==> src/hdl/seirs_pkg.sv <==
`timescale 1ns / 1ps

package seirs_pkg;

    localparam int MAX_VERTICES = 1024;
    localparam int EDGE_SLOTS   = 4096;
    localparam int MAX_DEGREE   = 255;

    localparam int VW   = $clog2(MAX_VERTICES);
    localparam int EW   = $clog2(EDGE_SLOTS);
    localparam int DW   = 8;
    localparam int CNTW = VW + 1;

    localparam logic [2:0] FUNC_WR_VERTEX = 3'd0;
    localparam logic [2:0] FUNC_WR_RANGE  = 3'd1;
    localparam logic [2:0] FUNC_WR_EDGE   = 3'd2;
    localparam logic [2:0] FUNC_DAY_STEP  = 3'd3;
    localparam logic [2:0] FUNC_RD_VERTEX = 3'd4;

    localparam logic [1:0] CL_S = 2'd0;
    localparam logic [1:0] CL_L = 2'd1;
    localparam logic [1:0] CL_I = 2'd2;
    localparam logic [1:0] CL_R = 2'd3;

    localparam logic [2:0] REG_DAYS_LATENT     = 3'd0;
    localparam logic [2:0] REG_DAYS_INFECTIOUS = 3'd1;
    localparam logic [2:0] REG_DAYS_RECOVERED  = 3'd2;
    localparam logic [2:0] REG_R0              = 3'd3;
    localparam logic [2:0] REG_SEED            = 3'd4;
    localparam logic [2:0] REG_VERTEX_COUNT    = 3'd5;

    typedef struct packed {
        logic [2:0]    func;
        logic [VW-1:0] vertex;
        logic [1:0]    class_in;
        logic [EW-1:0] edge_base;
        logic [DW-1:0] degree;
        logic [EW-1:0] edge_slot;
        logic [VW-1:0] neighbor;
    } in_word_t;

    typedef struct packed {
        logic            status;
        logic [1:0]      class_out;
        logic [7:0]      counter_out;
        logic [CNTW-1:0] count_susceptible;
        logic [CNTW-1:0] count_latent;
        logic [CNTW-1:0] count_infectious;
        logic [CNTW-1:0] count_recovered;
    } out_word_t;

    typedef enum logic [4:0] {
        S_IDLE, S_HOST, S_COPY_RD, S_COPY_WR, S_V_CHECK, S_V_RD, S_V_EVAL,
        S_V_NEXT, S_E_BEGIN, S_E_RD, S_E_CHK, S_E_NRD, S_E_TEST, S_E_DRAW,
        S_E_MUL, S_E_CMP, S_E_NEXT, S_INC_START, S_INC_CHECK, S_INC_RD,
        S_INC_WR, S_FLIP, S_RESULT
    } ctl_state_t;

    typedef enum logic [4:0] {
        DP_NONE, DP_LATCH, DP_HOST, DP_COPY_RD, DP_COPY_WR, DP_V_RD, DP_V_EVAL,
        DP_V_NEXT, DP_E_RD, DP_E_NRD, DP_E_DRAW, DP_E_MUL, DP_E_CMP, DP_E_NEXT,
        DP_INC_START, DP_INC_RD, DP_INC_WR, DP_FLIP, DP_RESULT
    } dp_op_t;

    typedef struct packed {
        dp_op_t op;
    } ctl_cmd_t;

    typedef struct packed {
        logic day_ok;
        logic copy_last;
        logic sweep_end;
        logic spread;
        logic edge_done;
        logic nv_skip;
        logic nv_susc;
    } dp_status_t;

endpackage

==> src/hdl/seirs_ctl.sv <==
`timescale 1ns / 1ps

module seirs_ctl (
    input  logic                   clk,
    input  logic                   rst_n,
    input  logic                   in_valid,
    output logic                   in_stall,
    output logic                   out_valid,
    input  logic                   out_stall,
    input  seirs_pkg::dp_status_t  status,
    output seirs_pkg::ctl_cmd_t    cmd,
    output seirs_pkg::ctl_state_t  state
);
    import seirs_pkg::*;

    ctl_state_t state_reg;
    ctl_state_t state_next;
    logic       out_valid_reg;
    logic       out_valid_next;

    always_ff @(posedge clk or negedge rst_n)
    begin
        if (!rst_n)
        begin
            state_reg     <= S_IDLE;
            out_valid_reg <= 1'b0;
        end
        else
        begin
            state_reg     <= state_next;
            out_valid_reg <= out_valid_next;
        end
    end

    always_comb
    begin
        state_next     = state_reg;
        cmd.op         = DP_NONE;
        out_valid_next = out_valid_reg && out_stall;
        case (state_reg)
            S_IDLE:
                if (in_valid)
                begin
                    cmd.op     = DP_LATCH;
                    state_next = S_HOST;
                end
            S_HOST:
            begin
                cmd.op     = DP_HOST;
                state_next = status.day_ok ? S_COPY_RD : S_RESULT;
            end
            S_COPY_RD:
            begin
                cmd.op     = DP_COPY_RD;
                state_next = S_COPY_WR;
            end
            S_COPY_WR:
            begin
                cmd.op     = DP_COPY_WR;
                state_next = status.copy_last ? S_V_CHECK : S_COPY_RD;
            end
            S_V_CHECK:
                state_next = status.sweep_end ? S_INC_START : S_V_RD;
            S_V_RD:
            begin
                cmd.op     = DP_V_RD;
                state_next = S_V_EVAL;
            end
            S_V_EVAL:
            begin
                cmd.op     = DP_V_EVAL;
                state_next = status.spread ? S_E_BEGIN : S_V_NEXT;
            end
            S_V_NEXT:
            begin
                cmd.op     = DP_V_NEXT;
                state_next = S_V_CHECK;
            end
            S_E_BEGIN:
                state_next = status.edge_done ? S_V_NEXT : S_E_RD;
            S_E_RD:
            begin
                cmd.op     = DP_E_RD;
                state_next = S_E_CHK;
            end
            S_E_CHK:
                state_next = status.nv_skip ? S_E_NEXT : S_E_NRD;
            S_E_NRD:
            begin
                cmd.op     = DP_E_NRD;
                state_next = S_E_TEST;
            end
            S_E_TEST:
                state_next = status.nv_susc ? S_E_DRAW : S_E_NEXT;
            S_E_DRAW:
            begin
                cmd.op     = DP_E_DRAW;
                state_next = S_E_MUL;
            end
            S_E_MUL:
            begin
                cmd.op     = DP_E_MUL;
                state_next = S_E_CMP;
            end
            S_E_CMP:
            begin
                cmd.op     = DP_E_CMP;
                state_next = S_E_NEXT;
            end
            S_E_NEXT:
            begin
                cmd.op     = DP_E_NEXT;
                state_next = S_E_BEGIN;
            end
            S_INC_START:
            begin
                cmd.op     = DP_INC_START;
                state_next = S_INC_CHECK;
            end
            S_INC_CHECK:
                state_next = status.sweep_end ? S_FLIP : S_INC_RD;
            S_INC_RD:
            begin
                cmd.op     = DP_INC_RD;
                state_next = S_INC_WR;
            end
            S_INC_WR:
            begin
                cmd.op     = DP_INC_WR;
                state_next = S_INC_CHECK;
            end
            S_FLIP:
            begin
                cmd.op     = DP_FLIP;
                state_next = S_RESULT;
            end
            S_RESULT:
                if (!out_valid_reg || !out_stall)
                begin
                    cmd.op         = DP_RESULT;
                    out_valid_next = 1'b1;
                    state_next     = S_IDLE;
                end
            default:
                state_next = S_IDLE;
        endcase
    end

    assign in_stall  = (state_reg != S_IDLE);
    assign out_valid = out_valid_reg;
    assign state     = state_reg;

endmodule

==> config.mk <==
export PLATFORM = sky130hd
export DESIGN_NAME = seirs_ctl
export DESIGN_NICKNAME = d
export VERILOG_FILES = /design/src/hdl/seirs_pkg.sv /design/src/hdl/seirs_ctl.sv
export SDC_FILE = /design/constraint.sdc
export NUM_CORES = 1
export LEC_CHECK = 0
export ABC_AREA = 1
export BUFFER_PORTS_ARGS = -buffer_cell sky130_fd_sc_hd__buf_2
export CAP_MARGIN = 30
export CORE_MARGIN = 2
export CORE_UTILIZATION = 30
export DETAILED_ROUTE_END_ITERATION = 16
export PLACE_DENSITY_LB_ADDON = 0.12
export SLEW_MARGIN = 30
export SYNTH_ARGS = -nofsm -noshare
export SYNTH_HDL_FRONTEND = slang
export SYNTH_SLANG_ARGS = --single-unit
export TNS_END_PERCENT = 30
==> constraint.sdc <==
create_clock -name clk -period 1.4 [get_ports clk]
set_clock_uncertainty 0.2 [all_clocks]
set_input_delay 0.14 -clock clk [delete_from_list [all_inputs] [get_ports clk]]
set_output_delay 0.14 -clock clk [all_outputs]
set_load 0.05 [all_outputs]
# Word-level counts from Yosys, hierarchy flattened
# Index checks and enable logic that the tools add are counted.
# word_totals
reg_bits	6
latch_bits	0
ramBits	0
romBits	0
in_bits	11
output_inout_bits	12
wordCells	50
n_memories	0
# classes
addsub	0
mul	0
div	0
order_cmp	0
eq_ne	24
shift	0
muxes	16
n_bitwise	0
reduce_logical	8
# op_table
operator	count
$pmux W5 S22	1
$pmux W5 S18	1
$eq A5 B4 Y1 const B	8
$eq A5 B5 Y1 const B	7
$mux W5	7
$eq A5 B3 Y1 const B	4
$eq A5 B2 Y1 const B	2
$mux W4	2
$mux W3	2
$eq A5 B1 Y1 const B	1
$logic_not A5 Y1	1
$reduce_bool A5 Y1	1
$ne A2 B2 Y1 const B	2
$mux W1	3
$logic_not A1 Y1	2
$reduce_and A2 Y1	1
$reduce_or A2 Y1	1
$logic_and A1 B1 Y1	1
$logic_or A1 B1 Y1	1

# Longest topological paths before layout
# logic_depth
depth_word	4
mapped_depth	10
ltp_nobuf	9

# Worst setup path before layout
# Ideal clock, no wire load.
# synth_path
kind	reg2out
from	register state_reg[4] (netlist: state[4])
to	output port cmd[4] in the netlist's numbering
arrival_time_ns	2.134
required_time_ns	1.060
path_slack_ns	-1.074
stages_incl_launch_ff	4
n_path_buf	1
cell_sequence	dfrtp_1 > buf_2 > nand3_1 > o21ai_0
# synth_lines
item	line_no	text
start: declaration	seirs_ctl.sv:16	ctl_state_t state_reg;
start signal: assignment	seirs_ctl.sv:30	state_reg <= state_next;
end: declaration	seirs_ctl.sv:11	output seirs_pkg::ctl_cmd_t cmd,

==> qor.csv <==
stage;metric;value;unit
status;status;complete, but fails checks;
status;violations;negative setup slack;
pwr;peakVddDrop;1.82;mV
final_layout;nets;219;
synthesis;synth_edf_count;0;
pwr;p_total;3.61;mW
die;die_area;3040;µm²
place;io_buffers;22;
final_layout;n_antenna_cell;0;
place;placed_area;1300;µm²
synthesis;synth_flop_cell;dfrtp_1;
clocking;cts.sinks;6;
synthesis;ys_seq_area_share;19.2;%
sta;finalSetupViolCount;11;
synthesis;syn_area_per_cell;5.59;µm²
setup_path;r2r_slack;-280;ps
global_route;grt_use_met3;4.30;%
final_layout;layout-drive-gt1-share;52.7;%
pwr;p_leak;0.798;nW
global_route;grt_use_met2;35.5;%
setup_path;cp.arrival;1600;ps
clocking;worstSkewPairLatency;240;ps
synthesis;synth.largest_area_cell;dfrtp_1;
synthesis;netlist_instances;140;
setup_path;critPathMaxFanout;4;
sta;rsz0062_at_grt;yes;
global_route;overflow;0;
synthesis;yosys.area.top_type_share;19.2;%
route;drc;0;
setup_path;crit_required;1060;ps
global_route;grt_usage;21.8;%
route;ant_nets;0;
final_layout;multiInputGateArea;656;µm²
clocking;cts_inserted_buffers;3;
sta;final-hold-violation-count;0;
global_route;antenna_found_initial;0;
route;wl_per_cell;12.1;µm
route;vias_per_cell;4.78;
clocking;cts_max_level;1;
die;start_util;31.6;%
global_route;busiest_layer;met2;
global_route;met1_usage;29.5;%
pwr;p_per_area;2420;nW/µm²
min_path;hp-class;in2reg;
sta;slew_violations;0;
global_route;grt_max_degree;12;
die;core-area;2480;µm²
flow_run;cap_violations;0;
route;wl;2870;µm
synthesis;synth_seq_cells;6;
sta;maxSlewHeadroom;83.2;%
global_route;grt_pass1_vias;1060;
synthesis;synthTopCellsByCount;32 x nand2_1, 27 x nor2_1, 21 x inv_1, 19 x nand3_1;
setup_path;critPathKind;reg2out;
route;first_iter_violations;20;
final_layout;n_fill_cell;251;
sta;post-route-period-util;138;%
final_layout;fin_area;1490;µm²
clocking;clk_pin_slew;50;ps
setup_path;cp-start-kind;flip-flop;
final_layout;largest_register_ffs;5;
synthesis;synth_nets;151;
place;place_congestion;0.943;
clocking;cts_root_buf;clkbuf_4;
clocking;cts_buffer_depth;2;
place;hpwl;2400;µm
synthesis;yosysMostFrequentCell;nand2_1;
setup_path;end_kind;primary output;
die;rows;18;
final_layout;fin_cells;237;
synthesis;synthArstFlopShare;100;%
synthesis;synth_area;783;µm²
route;vias;1133;
synthesis;synthDistinctLibCells;23;
sta;worst_slew_pin_slew;253;ps
die;die_w;55.1;µm
die;ios;23;
clocking;cts_tree;done;
final_layout;syn2layout_area_growth;90.3;%
synthesis;synth_warnings;0;
die;die_h;55.1;µm
place;dp_cells;230;
final_layout;seqCellArea;159;µm²
global_route;grt_pass1_wl;4650;µm
sta;period_needed;1940;ps
synthesis;yosys-top-cells-area;dfrtp_1 19%, nand2_1 15%, nor2_1 13%, nand3_1 12%, inv_1 10%;
route;drt-pass1-iter-count;4;
sta;max_freq;517;MHz
sta;fin_ws;-535;ps
==> worst max-delay path, stage by stage (launching register included) <==
cell      delay, ps
dfrtp_2         450
buf_12          150
nor2_4          140
nand3_2         140
and3_1          190
nand3b_1        110
buf_6           170
==> kinds of logic after synthesis <==
logic type,count (synthesis),synth area share (%)
AOI/OAI and AO/OA,11,8.47
DFF,6,19.2
buffers and inverters,26,14.1
and+or+nand+nor,97,58.3
==> through the flow <==
step	setup slack, ps	utilization (%)	hold slack [ps]	TNS [ps]
6_report	-535	60.2	28.9	-4150
5_1_grt	-609	60.2	32.6	-5250
4_1_cts	-553	57.7	15.2	-4240
3_5_place_dp	-380	52.6	-230	-3240
2_1_floorplan	-478	-	-356	-3270
3_3_place_gp	-388	52.6	-233	-3140
==> final timing paths <==
check | from | endpoint | cells past startpoint
max | state[1]$_DFFE_PN0P_ | cmd[0] | 6
min | in_valid | state[0]$_DFFE_PN0P_ | 3
max reg2reg | state[3]$_DFFE_PN0P_ | state[0]$_DFFE_PN0P_ | 9
min reg2reg | out_valid$_DFF_PN0_ | out_valid$_DFF_PN0_ | 3
max in group asynchronous | rst_n | state[3]$_DFFE_PN0P_ | 2
min in group asynchronous | rst_n | state[3]$_DFFE_PN0P_ | 2
==> area by class of cell <==
type	instances	share of cell area, %
Clock buffer	4	1.76
Sequential cell	6	10.7
Tap cell	30	2.52
Inverter	23	6.30
Timing Repair Buffer	66	34.8
Multi-Input combinational cell	108	44.0
==> repair_timing <==
item / CTS / global route
gates resized for setup: 27 / 19
gates cloned: 0 / 0
setup endpoints to repair: 12 / 15
setup buffers: 1 / 1
endpoints found under the hold margin: 6 / 0
hold buffers: 1 / 0
pin swaps: 7 / 4
==> cell usage in the layout, fill, tap and decap left out, types with 6 or more instances in the layout <==
| cell type | count |
|---|---|
| nand3_1 | 14 |
| buf_2 | 14 |
| nor2_1 | 19 |
| inv_1 | 19 |
| buf_4 | 41 |
| nand2_1 | 25 |
| nor2_2 | 6 |
| nand3_2 | 6 |
| nand2_2 | 6 |
| nand4_1 | 6 |
| buf_6 | 8 |
==> routing by layer <==
| layer | part of all wire (%) | vias to the layer above |
|---|---|---|
| met3 | 3.2 | 4 |
| met4 | 1.7 | 0 |
| met2 | 49 | 24 |
| li1 | - | 589 |
| met1 | 46 | 516 |
| met5 | 0 | - |
==> power breakdown <==
part           total (mW)  leakage, nW  switching, mW  internal (mW)
Clock               0.170       0.0150         0.0619          0.108
Sequential          0.392       0.0710          0.135          0.257
Combinational        3.05        0.712           1.80           1.25
(Power assumes the default switching activity.)
